[config.mk]
export PLATFORM = sky130hd
export DESIGN_NAME = weighted_centroid_peak_refine
export DESIGN_NICKNAME = d
export VERILOG_FILES = /design/src/rtl/wcp_pkg.sv /design/src/rtl/weighted_centroid_peak_refine.sv /design/src/rtl/wcp_apb_regs.sv /design/src/rtl/wcp_div.sv
export SDC_FILE = /design/constraint.sdc
export NUM_CORES = 2
export LEC_CHECK = 0
export BUFFER_PORTS_ARGS = -buffer_cell sky130_fd_sc_hd__buf_2
export CAP_MARGIN = 5
export CORE_ASPECT_RATIO = 1.2
export CORE_UTILIZATION = 55
export DETAILED_ROUTE_END_ITERATION = 10
export PLACE_DENSITY = 0.76
export SYNTH_ARGS = -nofsm -noshare
export SYNTH_HDL_FRONTEND = slang
export SYNTH_SLANG_ARGS = --single-unit
export TNS_END_PERCENT = 100
[constraint.sdc]
create_clock -name aclk -period 9 [get_ports aclk]
set_input_delay 1.8 -clock aclk [delete_from_list [all_inputs] [get_ports aclk]]
set_output_delay 1.8 -clock aclk [all_outputs]
set_load 0.01 [all_outputs]
[src/rtl/wcp_pkg.sv]
// Shared types, constants and register map for the weighted centroid peak refine block.
// Depends on nothing; every other file in rtl/ refers to it by scoped names.
package wcp_pkg;

    // Fixed field widths
    localparam int CFG_DIM_W  = 11;
    localparam int CFG_BOX_W  = 4;
    localparam int PEAK_W     = 10;
    localparam int PIX_W      = 16;
    localparam int CENT_W     = 19;
    localparam int TW_W       = 24;
    localparam int FRAC_W     = 8;
    localparam int QUO_W      = CENT_W + 2;  // two bits wider than the centroid field

    // Stream widths
    localparam int S_TDATA_W  = 40;  // 10 + 10 + 16, padded to bytes
    localparam int M_TDATA_W  = 64;  // 19 + 19 + 24, padded to bytes
    localparam int M_TUSER_W  = 2;

    // Defaults for the top-level parameters
    localparam int DEF_MAX_DIM = 1024;
    localparam int DEF_MAX_BOX = 15;

    // Centroid limits as magnitudes
    localparam int CENT_POS_MAX = 262143;
    localparam int CENT_NEG_MAG = 262144;

    // Input kinds carried on tuser
    localparam logic OP_START = 1'b0;
    localparam logic OP_PIXEL = 1'b1;

    // APB register map
    localparam int APB_ADDR_W = 4;
    localparam int APB_DATA_W = 32;
    localparam int REG_IDX_W  = 2;
    localparam logic [REG_IDX_W-1:0] REG_IMAGE_COLS = 2'd0;
    localparam logic [REG_IDX_W-1:0] REG_IMAGE_ROWS = 2'd1;
    localparam logic [REG_IDX_W-1:0] REG_BOX_WIDTH  = 2'd2;
    localparam logic [REG_IDX_W-1:0] REG_BOX_HEIGHT = 2'd3;

    // Register reset values
    localparam logic [CFG_DIM_W-1:0] RST_IMAGE_COLS = 11'd1024;
    localparam logic [CFG_DIM_W-1:0] RST_IMAGE_ROWS = 11'd1024;
    localparam logic [CFG_BOX_W-1:0] RST_BOX_WIDTH  = 4'd5;
    localparam logic [CFG_BOX_W-1:0] RST_BOX_HEIGHT = 4'd5;

    typedef struct packed {
        logic [CFG_DIM_W-1:0] image_cols;
        logic [CFG_DIM_W-1:0] image_rows;
        logic [CFG_BOX_W-1:0] box_width;
        logic [CFG_BOX_W-1:0] box_height;
    } cfg_t;

    typedef struct packed {
        logic busy;
        logic done;
    } div_status_t;

endpackage

[src/rtl/weighted_centroid_peak_refine.sv]
// Top level: pixel counting, box test, moment sums on a shared multiplier, sequencer.
// Depends on wcp_pkg, wcp_apb_regs and wcp_div.
//
//  Channel  Dir  Handshake          Payload
//  s_       in   tvalid/tready      tdata: peak_x, peak_y, pixel_value; tuser: opcode; tlast
//  m_       out  tvalid/tready      tdata: centroid_x, centroid_y, total_weight;
//                                   tuser: zero_weight, saturated
//  apb      in   psel/penable       four 32-bit registers at byte addresses 0, 4, 8, 12
//
// A start word is taken without leaving ST_IDLE. A pixel word is accepted, then makes three passes
// through the single multiplier and the moment adders (x product, x add with y product,
// y add). The last pixel adds two divider runs, one per axis, unless the weight is zero,
// and then a load of the output register.
// Reset is synchronous, active low, and clears the counters, peak, sums and valid flag.
// A waiting result holds only the final load; new words are taken meanwhile.
module weighted_centroid_peak_refine #(
    parameter int MAX_DIM = wcp_pkg::DEF_MAX_DIM,
    parameter int MAX_BOX = wcp_pkg::DEF_MAX_BOX
) (
    input  logic                            aclk,
    input  logic                            aresetn,
    // Input stream
    input  logic                            s_tvalid,
    output logic                            s_tready,
    input  logic [wcp_pkg::S_TDATA_W-1:0]   s_tdata,   // [9:0] peak_x, [19:10] peak_y,
                                                       // [35:20] pixel_value, [39:36] zero
    input  logic                            s_tuser,   // [0] opcode
    input  logic                            s_tlast,
    // Result stream
    output logic                            m_tvalid,
    input  logic                            m_tready,
    output logic [wcp_pkg::M_TDATA_W-1:0]   m_tdata,   // [18:0] centroid_x, [37:19] centroid_y,
                                                       // [61:38] total_weight, [63:62] zero
    output logic [wcp_pkg::M_TUSER_W-1:0]   m_tuser,   // [0] zero_weight, [1] saturated
    // Configuration
    input  logic                            psel,
    input  logic                            penable,
    input  logic                            pwrite,
    input  logic [wcp_pkg::APB_ADDR_W-1:0]  paddr,
    input  logic [wcp_pkg::APB_DATA_W-1:0]  pwdata,
    output logic [wcp_pkg::APB_DATA_W-1:0]  prdata,
    output logic                            pready
);

    localparam int COORD_W  = $clog2(MAX_DIM);
    localparam int DIM_W    = $clog2(MAX_DIM + 1);
    localparam int XW       = COORD_W + 1;
    localparam int PW       = ((COORD_W > wcp_pkg::PEAK_W) ? COORD_W : wcp_pkg::PEAK_W) + 2;
    localparam int BOX_CAP  = (1 << wcp_pkg::CFG_BOX_W) - 1;
    localparam int BOX_LIM  = (MAX_BOX < BOX_CAP) ? MAX_BOX : BOX_CAP;
    localparam int BOX_SIDE = (BOX_LIM / 2) * 2 + 1;
    localparam int AREA_W   = $clog2(BOX_SIDE * BOX_SIDE);
    localparam int WW       = wcp_pkg::PIX_W + AREA_W;
    localparam int PROD_W   = COORD_W + wcp_pkg::PIX_W + 1;
    localparam int MW       = PROD_W + AREA_W;
    localparam int NUM_W    = MW + wcp_pkg::FRAC_W + 2;
    localparam int DEN_W    = WW + 1;
    localparam int HALF_W   = wcp_pkg::CFG_BOX_W - 1;
    localparam int CW       = wcp_pkg::CENT_W;
    localparam int QW       = wcp_pkg::QUO_W;

    typedef enum logic [2:0] {
        ST_IDLE,
        ST_MUL_X,
        ST_ACC_X,
        ST_ACC_Y,
        ST_DIV_X,
        ST_DIV_Y,
        ST_FIN
    } state_t;

    state_t                         state_reg;

    wcp_pkg::cfg_t                  cfg;
    wcp_pkg::div_status_t           div_status;
    logic [QW-1:0]                  div_quo;
    logic                           div_start;
    logic [NUM_W-1:0]               div_num;
    logic [DEN_W-1:0]               div_den;

    // Frame state
    logic [COORD_W-1:0]             col_cnt_reg;
    logic [COORD_W-1:0]             row_cnt_reg;
    logic [wcp_pkg::PEAK_W-1:0]     peak_col_reg;
    logic [wcp_pkg::PEAK_W-1:0]     peak_row_reg;
    logic signed [WW-1:0]           weight_reg;
    logic signed [MW-1:0]           x_mom_reg;
    logic signed [MW-1:0]           y_mom_reg;

    // Captured pixel
    logic signed [wcp_pkg::PIX_W-1:0] pix_val_reg;
    logic [COORD_W-1:0]             pix_col_reg;
    logic [COORD_W-1:0]             pix_row_reg;
    logic                           pix_in_reg;
    logic                           pix_last_reg;
    logic signed [PROD_W-1:0]       prod_reg;

    // Result staging and output
    logic [CW-1:0]                  cent_x_reg;
    logic [CW-1:0]                  cent_y_reg;
    logic                           sat_reg;
    logic                           zero_reg;
    logic                           m_tvalid_reg;
    logic [wcp_pkg::M_TDATA_W-1:0]  m_tdata_reg;
    logic [wcp_pkg::M_TUSER_W-1:0]  m_tuser_reg;

    // Input word fields
    logic [wcp_pkg::PEAK_W-1:0]     in_peak_x;
    logic [wcp_pkg::PEAK_W-1:0]     in_peak_y;
    logic signed [wcp_pkg::PIX_W-1:0] in_pixel;
    logic                           in_accept;

    // Combinational helpers
    logic [DIM_W-1:0]               eff_cols;
    logic [DIM_W-1:0]               eff_rows;
    logic [wcp_pkg::CFG_BOX_W-1:0]  bw_lim;
    logic [wcp_pkg::CFG_BOX_W-1:0]  bh_lim;
    logic [HALF_W-1:0]              half_x;
    logic [HALF_W-1:0]              half_y;
    logic                           in_box;
    logic [XW-1:0]                  col_inc;
    logic [XW-1:0]                  row_inc;
    logic [COORD_W-1:0]             mul_coord;
    logic signed [PROD_W-1:0]       mul_out;
    logic signed [MW-1:0]           mom_sel;
    logic [MW-1:0]                  mom_mag;
    logic [WW-1:0]                  w_mag;
    logic                           res_neg;
    logic                           res_sat;
    logic [CW-1:0]                  res_cent;
    logic                           out_free;

    wcp_apb_regs u_regs (
        .aclk    (aclk),
        .aresetn (aresetn),
        .psel    (psel),
        .penable (penable),
        .pwrite  (pwrite),
        .paddr   (paddr),
        .pwdata  (pwdata),
        .prdata  (prdata),
        .pready  (pready),
        .cfg     (cfg)
    );

    wcp_div #(
        .NUM_W (NUM_W),
        .DEN_W (DEN_W),
        .QUO_W (QW)
    ) u_div (
        .aclk    (aclk),
        .aresetn (aresetn),
        .start   (div_start),
        .num     (div_num),
        .den     (div_den),
        .status  (div_status),
        .quo     (div_quo)
    );

    assign in_peak_x = s_tdata[wcp_pkg::PEAK_W-1:0];
    assign in_peak_y = s_tdata[2*wcp_pkg::PEAK_W-1:wcp_pkg::PEAK_W];
    assign in_pixel  = s_tdata[2*wcp_pkg::PEAK_W+wcp_pkg::PIX_W-1:2*wcp_pkg::PEAK_W];

    assign s_tready  = (state_reg == ST_IDLE);
    assign in_accept = s_tvalid & s_tready;
    assign m_tvalid  = m_tvalid_reg;
    assign m_tdata   = m_tdata_reg;
    assign m_tuser   = m_tuser_reg;
    assign out_free  = !m_tvalid_reg || m_tready;

    // Effective frame size: zero counts as one, clipped at MAX_DIM
    always_comb begin
        if (cfg.image_cols == '0) begin
            eff_cols = DIM_W'(1);
        end else if (32'(cfg.image_cols) > MAX_DIM) begin
            eff_cols = DIM_W'(MAX_DIM);
        end else begin
            eff_cols = DIM_W'(cfg.image_cols);
        end
        if (cfg.image_rows == '0) begin
            eff_rows = DIM_W'(1);
        end else if (32'(cfg.image_rows) > MAX_DIM) begin
            eff_rows = DIM_W'(MAX_DIM);
        end else begin
            eff_rows = DIM_W'(cfg.image_rows);
        end
    end

    // Box half sizes, box size clipped at MAX_BOX
    assign bw_lim = (32'(cfg.box_width) > MAX_BOX)  ? wcp_pkg::CFG_BOX_W'(MAX_BOX) : cfg.box_width;
    assign bh_lim = (32'(cfg.box_height) > MAX_BOX) ? wcp_pkg::CFG_BOX_W'(MAX_BOX) : cfg.box_height;
    assign half_x = bw_lim[wcp_pkg::CFG_BOX_W-1:1];
    assign half_y = bh_lim[wcp_pkg::CFG_BOX_W-1:1];

    // Clamped box test on the current counters
    assign in_box =
        (PW'(col_cnt_reg) + PW'(half_x) >= PW'(peak_col_reg)) &&
        (PW'(col_cnt_reg) <= PW'(peak_col_reg) + PW'(half_x)) &&
        (XW'(col_cnt_reg) < XW'(eff_cols)) &&
        (PW'(row_cnt_reg) + PW'(half_y) >= PW'(peak_row_reg)) &&
        (PW'(row_cnt_reg) <= PW'(peak_row_reg) + PW'(half_y)) &&
        (XW'(row_cnt_reg) < XW'(eff_rows));

    assign col_inc = XW'(col_cnt_reg) + XW'(1);
    assign row_inc = XW'(row_cnt_reg) + XW'(1);

    // Shared multiplier: column product first, then row product
    assign mul_coord = (state_reg == ST_MUL_X) ? pix_col_reg : pix_row_reg;
    assign mul_out   = PROD_W'($signed({1'b0, mul_coord})) * PROD_W'(pix_val_reg);

    // Divider operands: rounded Q.8 quotient (2*|m|*256 + |w|) / (2*|w|)
    assign mom_sel = (state_reg == ST_ACC_Y) ? x_mom_reg : y_mom_reg;
    assign mom_mag = mom_sel[MW-1] ? MW'(-mom_sel) : MW'(mom_sel);
    assign w_mag   = weight_reg[WW-1] ? WW'(-weight_reg) : WW'(weight_reg);
    assign div_num = (NUM_W'(mom_mag) << (wcp_pkg::FRAC_W + 1)) + NUM_W'(w_mag);
    assign div_den = DEN_W'(w_mag) << 1;
    assign div_start = ((state_reg == ST_ACC_Y) && pix_last_reg && (weight_reg != '0)) ||
                       ((state_reg == ST_DIV_X) && div_status.done);

    // Sign and saturation of the finished quotient
    always_comb begin
        res_neg = ((state_reg == ST_DIV_X) ? x_mom_reg[MW-1] : y_mom_reg[MW-1]) ^
                  weight_reg[WW-1];
        if (!res_neg) begin
            res_sat  = (div_quo > QW'(wcp_pkg::CENT_POS_MAX));
            res_cent = res_sat ? CW'(wcp_pkg::CENT_POS_MAX) : div_quo[CW-1:0];
        end else begin
            res_sat  = (div_quo > QW'(wcp_pkg::CENT_NEG_MAG));
            res_cent = res_sat ? CW'(wcp_pkg::CENT_NEG_MAG)
                               : CW'(-$signed({1'b0, div_quo}));
        end
    end

    // Sequencer, frame state and output register
    always_ff @(posedge aclk) begin
        if (!aresetn) begin
            state_reg    <= ST_IDLE;
            col_cnt_reg  <= '0;
            row_cnt_reg  <= '0;
            peak_col_reg <= '0;
            peak_row_reg <= '0;
            weight_reg   <= '0;
            x_mom_reg    <= '0;
            y_mom_reg    <= '0;
            m_tvalid_reg <= 1'b0;
        end else begin
            // a new result load in ST_FIN takes the place of the clear
            if (m_tvalid_reg && m_tready && (state_reg != ST_FIN)) begin
                m_tvalid_reg <= 1'b0;
            end
            unique case (state_reg)
                ST_IDLE: begin
                    if (in_accept) begin
                        if (s_tuser == wcp_pkg::OP_START) begin
                            peak_col_reg <= in_peak_x;
                            peak_row_reg <= in_peak_y;
                            col_cnt_reg  <= '0;
                            row_cnt_reg  <= '0;
                            weight_reg   <= '0;
                            x_mom_reg    <= '0;
                            y_mom_reg    <= '0;
                        end else begin
                            pix_val_reg  <= in_pixel;
                            pix_col_reg  <= col_cnt_reg;
                            pix_row_reg  <= row_cnt_reg;
                            pix_in_reg   <= in_box;
                            pix_last_reg <= s_tlast;
                            // raster counters
                            if (col_inc >= XW'(eff_cols)) begin
                                col_cnt_reg <= '0;
                                if (row_inc >= XW'(eff_rows)) begin
                                    row_cnt_reg <= '0;
                                end else begin
                                    row_cnt_reg <= row_inc[COORD_W-1:0];
                                end
                            end else begin
                                col_cnt_reg <= col_inc[COORD_W-1:0];
                            end
                            state_reg <= ST_MUL_X;
                        end
                    end
                end
                ST_MUL_X: begin
                    prod_reg <= mul_out;
                    if (pix_in_reg) begin
                        weight_reg <= weight_reg + WW'(pix_val_reg);
                    end
                    state_reg <= ST_ACC_X;
                end
                ST_ACC_X: begin
                    if (pix_in_reg) begin
                        x_mom_reg <= x_mom_reg + MW'(prod_reg);
                    end
                    prod_reg  <= mul_out;
                    state_reg <= ST_ACC_Y;
                end
                ST_ACC_Y: begin
                    if (pix_in_reg) begin
                        y_mom_reg <= y_mom_reg + MW'(prod_reg);
                    end
                    if (!pix_last_reg) begin
                        state_reg <= ST_IDLE;
                    end else if (weight_reg == '0) begin
                        // zero weight: centroids forced to zero
                        zero_reg   <= 1'b1;
                        sat_reg    <= 1'b0;
                        cent_x_reg <= '0;
                        cent_y_reg <= '0;
                        state_reg  <= ST_FIN;
                    end else begin
                        zero_reg  <= 1'b0;
                        state_reg <= ST_DIV_X;
                    end
                end
                ST_DIV_X: begin
                    if (div_status.done) begin
                        cent_x_reg <= res_cent;
                        sat_reg    <= res_sat;
                        state_reg  <= ST_DIV_Y;
                    end
                end
                ST_DIV_Y: begin
                    if (div_status.done) begin
                        cent_y_reg <= res_cent;
                        sat_reg    <= sat_reg | res_sat;
                        state_reg  <= ST_FIN;
                    end
                end
                ST_FIN: begin
                    if (out_free) begin
                        // weight sum goes out as a 24-bit two's complement field
                        m_tdata_reg  <= wcp_pkg::M_TDATA_W'({wcp_pkg::TW_W'(weight_reg),
                                                             cent_y_reg, cent_x_reg});
                        m_tuser_reg  <= {sat_reg, zero_reg};
                        m_tvalid_reg <= 1'b1;
                        col_cnt_reg  <= '0;
                        row_cnt_reg  <= '0;
                        weight_reg   <= '0;
                        x_mom_reg    <= '0;
                        y_mom_reg    <= '0;
                        state_reg    <= ST_IDLE;
                    end
                end
                default: begin
                    state_reg <= ST_IDLE;
                end
            endcase
        end
    end

    // Checks
    a_div_blocks_input: assert property (@(posedge aclk) disable iff (!aresetn)
        div_status.busy |-> !s_tready)
        else $error("input taken while the divider is running");

    a_zero_weight_clean: assert property (@(posedge aclk) disable iff (!aresetn)
        (m_tvalid && m_tuser[0]) |-> (!m_tuser[1] && (m_tdata[2*CW-1:0] == '0)))
        else $error("zero weight result with nonzero centroid or saturation");

    a_pixel_holds_input: assert property (@(posedge aclk) disable iff (!aresetn)
        (s_tvalid && s_tready && (s_tuser == wcp_pkg::OP_PIXEL)) |=> !s_tready)
        else $error("ready did not drop after a pixel word");

    a_start_one_cycle: assert property (@(posedge aclk) disable iff (!aresetn)
        (s_tvalid && s_tready && (s_tuser == wcp_pkg::OP_START)) |=> s_tready)
        else $error("start word did not complete in one cycle");

endmodule

[src/rtl/wcp_apb_regs.sv]
// APB configuration registers: frame size and weighting box size.
// Depends on wcp_pkg for the register map, widths and reset values.
module wcp_apb_regs (
    input  logic                            aclk,
    input  logic                            aresetn,
    input  logic                            psel,
    input  logic                            penable,
    input  logic                            pwrite,
    input  logic [wcp_pkg::APB_ADDR_W-1:0]  paddr,
    input  logic [wcp_pkg::APB_DATA_W-1:0]  pwdata,
    output logic [wcp_pkg::APB_DATA_W-1:0]  prdata,
    output logic                            pready,
    output wcp_pkg::cfg_t                   cfg
);

    wcp_pkg::cfg_t                    cfg_reg;
    logic [wcp_pkg::REG_IDX_W-1:0]    reg_idx;
    logic                             wr_en;

    assign reg_idx = paddr[wcp_pkg::APB_ADDR_W-1:2];
    assign wr_en   = psel & penable & pwrite;
    assign pready  = 1'b1;
    assign cfg     = cfg_reg;

    // Register writes on the access cycle
    always_ff @(posedge aclk) begin
        if (!aresetn) begin
            cfg_reg.image_cols <= wcp_pkg::RST_IMAGE_COLS;
            cfg_reg.image_rows <= wcp_pkg::RST_IMAGE_ROWS;
            cfg_reg.box_width  <= wcp_pkg::RST_BOX_WIDTH;
            cfg_reg.box_height <= wcp_pkg::RST_BOX_HEIGHT;
        end else if (wr_en) begin
            unique case (reg_idx)
                wcp_pkg::REG_IMAGE_COLS: begin
                    cfg_reg.image_cols <= pwdata[wcp_pkg::CFG_DIM_W-1:0];
                end
                wcp_pkg::REG_IMAGE_ROWS: begin
                    cfg_reg.image_rows <= pwdata[wcp_pkg::CFG_DIM_W-1:0];
                end
                wcp_pkg::REG_BOX_WIDTH: begin
                    cfg_reg.box_width <= pwdata[wcp_pkg::CFG_BOX_W-1:0];
                end
                wcp_pkg::REG_BOX_HEIGHT: begin
                    cfg_reg.box_height <= pwdata[wcp_pkg::CFG_BOX_W-1:0];
                end
                default: begin
                end
            endcase
        end
    end

    // Read mux
    always_comb begin
        unique case (reg_idx)
            wcp_pkg::REG_IMAGE_COLS: prdata = wcp_pkg::APB_DATA_W'(cfg_reg.image_cols);
            wcp_pkg::REG_IMAGE_ROWS: prdata = wcp_pkg::APB_DATA_W'(cfg_reg.image_rows);
            wcp_pkg::REG_BOX_WIDTH:  prdata = wcp_pkg::APB_DATA_W'(cfg_reg.box_width);
            wcp_pkg::REG_BOX_HEIGHT: prdata = wcp_pkg::APB_DATA_W'(cfg_reg.box_height);
            default:                 prdata = '0;
        endcase
    end

endmodule

[src/rtl/wcp_div.sv]
// Restoring divider, one quotient bit per cycle, shared by both centroid axes.
// Depends on wcp_pkg for the status struct; widths come from the top level.
module wcp_div #(
    parameter int NUM_W = 45,
    parameter int DEN_W = 25,
    parameter int QUO_W = wcp_pkg::QUO_W
) (
    input  logic                  aclk,
    input  logic                  aresetn,
    input  logic                  start,
    input  logic [NUM_W-1:0]      num,
    input  logic [DEN_W-1:0]      den,
    output wcp_pkg::div_status_t  status,
    output logic [QUO_W-1:0]      quo
);

    localparam int SHD_W = DEN_W + QUO_W - 1;
    localparam int DV_W  = (NUM_W > SHD_W) ? NUM_W : SHD_W;
    localparam int CNT_W = $clog2(QUO_W + 1);

    logic [DV_W-1:0]   rem_reg,  rem_next;
    logic [DV_W-1:0]   dsh_reg,  dsh_next;
    logic [QUO_W-1:0]  quo_reg,  quo_next;
    logic [CNT_W-1:0]  cnt_reg;
    logic              busy_reg;
    logic              done_reg;
    logic              fits;

    // One trial subtract of the shifted divisor
    assign fits     = (rem_reg >= dsh_reg);
    assign rem_next = fits ? (rem_reg - dsh_reg) : rem_reg;
    assign dsh_next = dsh_reg >> 1;
    assign quo_next = {quo_reg[QUO_W-2:0], fits};

    assign status.busy = busy_reg;
    assign status.done = done_reg;
    assign quo         = quo_reg;

    always_ff @(posedge aclk) begin
        if (!aresetn) begin
            busy_reg <= 1'b0;
            done_reg <= 1'b0;
            cnt_reg  <= '0;
        end else begin
            done_reg <= 1'b0;
            if (start) begin
                busy_reg <= 1'b1;
                cnt_reg  <= CNT_W'(QUO_W);
                rem_reg  <= DV_W'(num);
                dsh_reg  <= DV_W'(den) << (QUO_W - 1);
                quo_reg  <= '0;
            end else if (busy_reg) begin
                rem_reg <= rem_next;
                dsh_reg <= dsh_next;
                quo_reg <= quo_next;
                cnt_reg <= cnt_reg - CNT_W'(1);
                if (cnt_reg == CNT_W'(1)) begin
                    busy_reg <= 1'b0;
                    done_reg <= 1'b1;
                end
            end
        end
    end

endmodule
==> flow_summary.yaml <==
outcome:
  status: "finished clean"
clocking:
  cts_root_buffer: "clkbuf_16"
  htreeDepth: 2
  cts.path.max_buffers: 3
  cts_tree: "done"
  post_cts_buffers: 0
  ctsHoldBuffers: 0
  clock_latency_ns: 0.64
  clk_pin_slew_ns: 0.07
  ctsResizeCount: 0
  numCtsBuffers: 50
  cts_num_sinks: 455
global_routing:
  grt_pass1_wl_microns: 144000
  grt.overflow.total: 0
  grt_usage_pct: 26.8
  grt_start_max_net_pins: 90
  first_global_vias: 28400
  antenna_found_initial: 1
synth:
  ys_ff_latch: 455
  yosys.cell_types.count: 91
  ys_seq_area_share_pct: 33.2
  syn_inst: 3890
  ys.flop_type: "edfxtp_1"
  synth_edf_count: 280
  syn-cell-area_sq_um: 35800
  synth_area_per_cell_sq_um: 9.21
  synth.yosys.warnings: 0
  ys_async_sr_fraction_pct: 0
placed_design:
  place_area_sq_um: 37200
  dpl.hpwl_microns: 66100
  dp_cells: 4735
  gp_congestion: 0.938
  port_buffers: 134
finish:
  design_area_sq_um: 38900
  final_nets: 4508
  area_growth_pct: 8.46
  largest_reg_flops: 62
  final-instance-count-excl-fill: 4830
  drive_gt1_share_pct: 7.53
setup_path:
  r2r_end: "prod_reg[25]"
  worstPathMaxFanout: 19
  worstSetupEndpointType: "flip-flop"
  worst_setup_path_start_kind: "flip-flop"
  crit_arrival_ns: 8.23
  worstReg2RegStart: "state_reg[1]"
  rrSetupSlack_ns: 1.11
  criticalPathCategory: "reg -> reg"
  worst-endpoint-required_ns: 9.34
  ff2ff_path_depth: 21
hold_path:
  hold_class: "reg -> reg"
  hold_depth: 0
  hp-start: "cent_y_reg[2]"
  holdPathEnd: "m_tdata[21]"
die:
  fp.coreArea_sq_um: 64400
  rows: 102
  initial_core_util_pct: 55.6
  chipWidth_microns: 235
  ios: 186
  fp.dieArea_sq_um: 66200
  fp.dieH_microns: 282
drt:
  via_per_inst: 5.91
  drc: 0
  via_count: 28500
  wire_per_inst_microns: 18.2
  drt_first_pass_iters: 6
  drtIter0Drc: 2055
  drt-total-wl_microns: 88100
  ant_nets: 0
timing:
  setup_viol: 0
  fin_crit_ns: 7.89
  max_freq_mhz: 127
  maxSlewViolCount: 0
  finalSetupTns_ns: 0
  finalHoldViolations: 0
  fin_worst_skew_ns: 0.0556
  rsz0062_at_grt: "no"
  tightest_slew_ns: 1.22
  fin_crit_sh_pct: 87.6
  slew-limit-headroom_pct: 18.0
power:
  powerDensity_nw_per_um2: 154
  power_leakage_nw: 16.4
  ir_worst_vdd_uv: 158
run:
  drv_cap: 0
Yosys cell counts, drive strengths merged (8+ instances only):
| master | count | area [sq um] |
|---|---|---|
| or3 | 23 | 144 |
| nand2b | 41 | 257 |
| nand2 | 348 | 1310 |
| edfxtp | 280 | 8410 |
| a22oi | 63 | 473 |
| o21bai | 29 | 218 |
| buf | 54 | 324 |
| nor3 | 73 | 380 |
| ha | 314 | 3930 |
| or4 | 14 | 113 |
| a211oi | 23 | 178 |
| dfxtp | 175 | 3500 |
| o21a | 42 | 315 |
| and2 | 56 | 350 |
| o31a | 9 | 78.8 |
| a21o | 96 | 721 |
| xor2 | 94 | 823 |
| nor3b | 13 | 97.6 |
| nor2b | 99 | 619 |
| o22ai | 9 | 56.3 |
| clkbuf | 117 | 440 |
| fa | 154 | 3080 |
| nor2 | 370 | 1390 |
| or2 | 13 | 81.3 |
| o31ai | 30 | 225 |
| a21oi | 259 | 1310 |
| o211ai | 11 | 82.6 |
| o21ai | 155 | 776 |
| a41oi | 11 | 96.3 |
| a31oi | 32 | 206 |
| nand3 | 86 | 430 |
| nor4 | 37 | 275 |
| mux2i | 90 | 901 |
| a211o | 8 | 70.1 |
| xnor2 | 184 | 1630 |
| inv | 318 | 1190 |
| nand4 | 34 | 219 |
| and3 | 20 | 125 |
how the worst max path moves through the flow:
| stage | startpoint | slack [ns] | endpoint | cells past startpoint |
|---|---|---|---|---|
| after global routing | state_reg[1] | 0.52 | prod_reg[25] | 21 |
| after CTS | state_reg[1] | 1.15 | prod_reg[25] | 21 |
| after floorplan | aresetn | 0.12 | m_tdata[0] | 3 |
| after global placement | state_reg[2] | 1.32 | prod_reg[25] | 22 |
| after detailed placement | state_reg[1] | 1.24 | prod_reg[25] | 21 |
| final | state_reg[1] | 1.11 | prod_reg[25] | 21 |
where the power goes:
group	leakage (nW)	switching, mW	internal [mW]	total (mW)
registers	3.99	0.0731	2.30	2.37
logic	11.6	0.875	0.607	1.48
clock network	0.809	0.906	1.21	2.11
final cells by class:
type | instances | area (sq um)
Fill cell | 5450 | 25600
Sequential cell | 455 | 11900
Tap cell | 832 | 1040
Clock buffer | 56 | 1270
Timing Repair Buffer | 162 | 881
Multi-Input combinational cell | 2967 | 22100
Clock inverter | 38 | 422
Antenna cell | 1 | 2.50
Inverter | 319 | 1200
layout by cell type, fill, tap and decap left out, drive strengths merged, types with 13 or more instances in the layout:
cell / count
or4: 14
nor2b: 99
fa: 154
nand2b: 41
nand2: 348
mux2i: 90
buf: 162
o21bai: 29
clkinv: 22
a211oi: 23
nor3: 73
a31oi: 32
dfxtp: 175
conb: 24
a22oi: 63
ha: 314
xnor2: 184
clkbuf: 56
nor4: 37
a21oi: 259
and3: 20
nor2: 370
nor3b: 13
a21o: 96
and2: 56
o21ai: 155
o31ai: 30
edfxtp: 280
nand3: 86
inv: 322
xor2: 94
nand4: 34
or3: 23
o21a: 42
or2: 13
layer usage:
layer | vias to the layer above | GRT usage, % | wire length (microns)
met5 | - | 0 | 0
met4 | 0 | 12.6 | 3980
met3 | 196 | 3.42 | 5690
met2 | 894 | 45.7 | 42000
met1 | 13700 | 34.0 | 36500
li1 | 13800 | - | -
cells by family after synthesis:
logic type / synth area share [%]
AO/OA/AOI/OAI: 15.1
XOR/XNOR: 6.84
adder cells (fa/ha/maj): 19.6
buffers and inverters: 5.48
flip-flops: 33.2
multiplexers: 2.86
other: 0.0210
AND/OR/NAND/NOR: 16.8
through the flow:
step / worst slack [ns] / hold slack, ns / util (%) / power [mW]
after detailed placement: 1.24 / 0.405 / 57.7 / 3.89
after floorplan: 0.122 / 0.400 / - / 3.51
after CTS: 1.15 / 0.417 / 60.3 / 5.99
after global routing: 0.524 / 0.421 / 60.3 / 6.26
after global placement: 1.32 / 0.401 / 57.7 / 3.86
final: 1.11 / 0.417 / 60.3 / 5.97
critical path, stage by stage, from the launching register on:
cell,delay (ns)
dfxtp_1,0.68
or3b_1,0.57
nand2_1,0.13
nand2_1,0.53
nand2_1,0.17
fa_1,0.55
fa_1,0.52
inv_1,0.05
fa_1,0.48
fa_1,0.56
inv_1,0.06
fa_1,0.52
inv_1,0.04
ha_1,0.37
a2111oi_0,0.71
nor3_1,0.15
o31ai_1,0.46
a2111oi_0,0.24
o31ai_1,0.41
o21bai_1,0.11
a21oi_1,0.18
xnor2_1,0.09
Power figures use the tool's default switching activity.
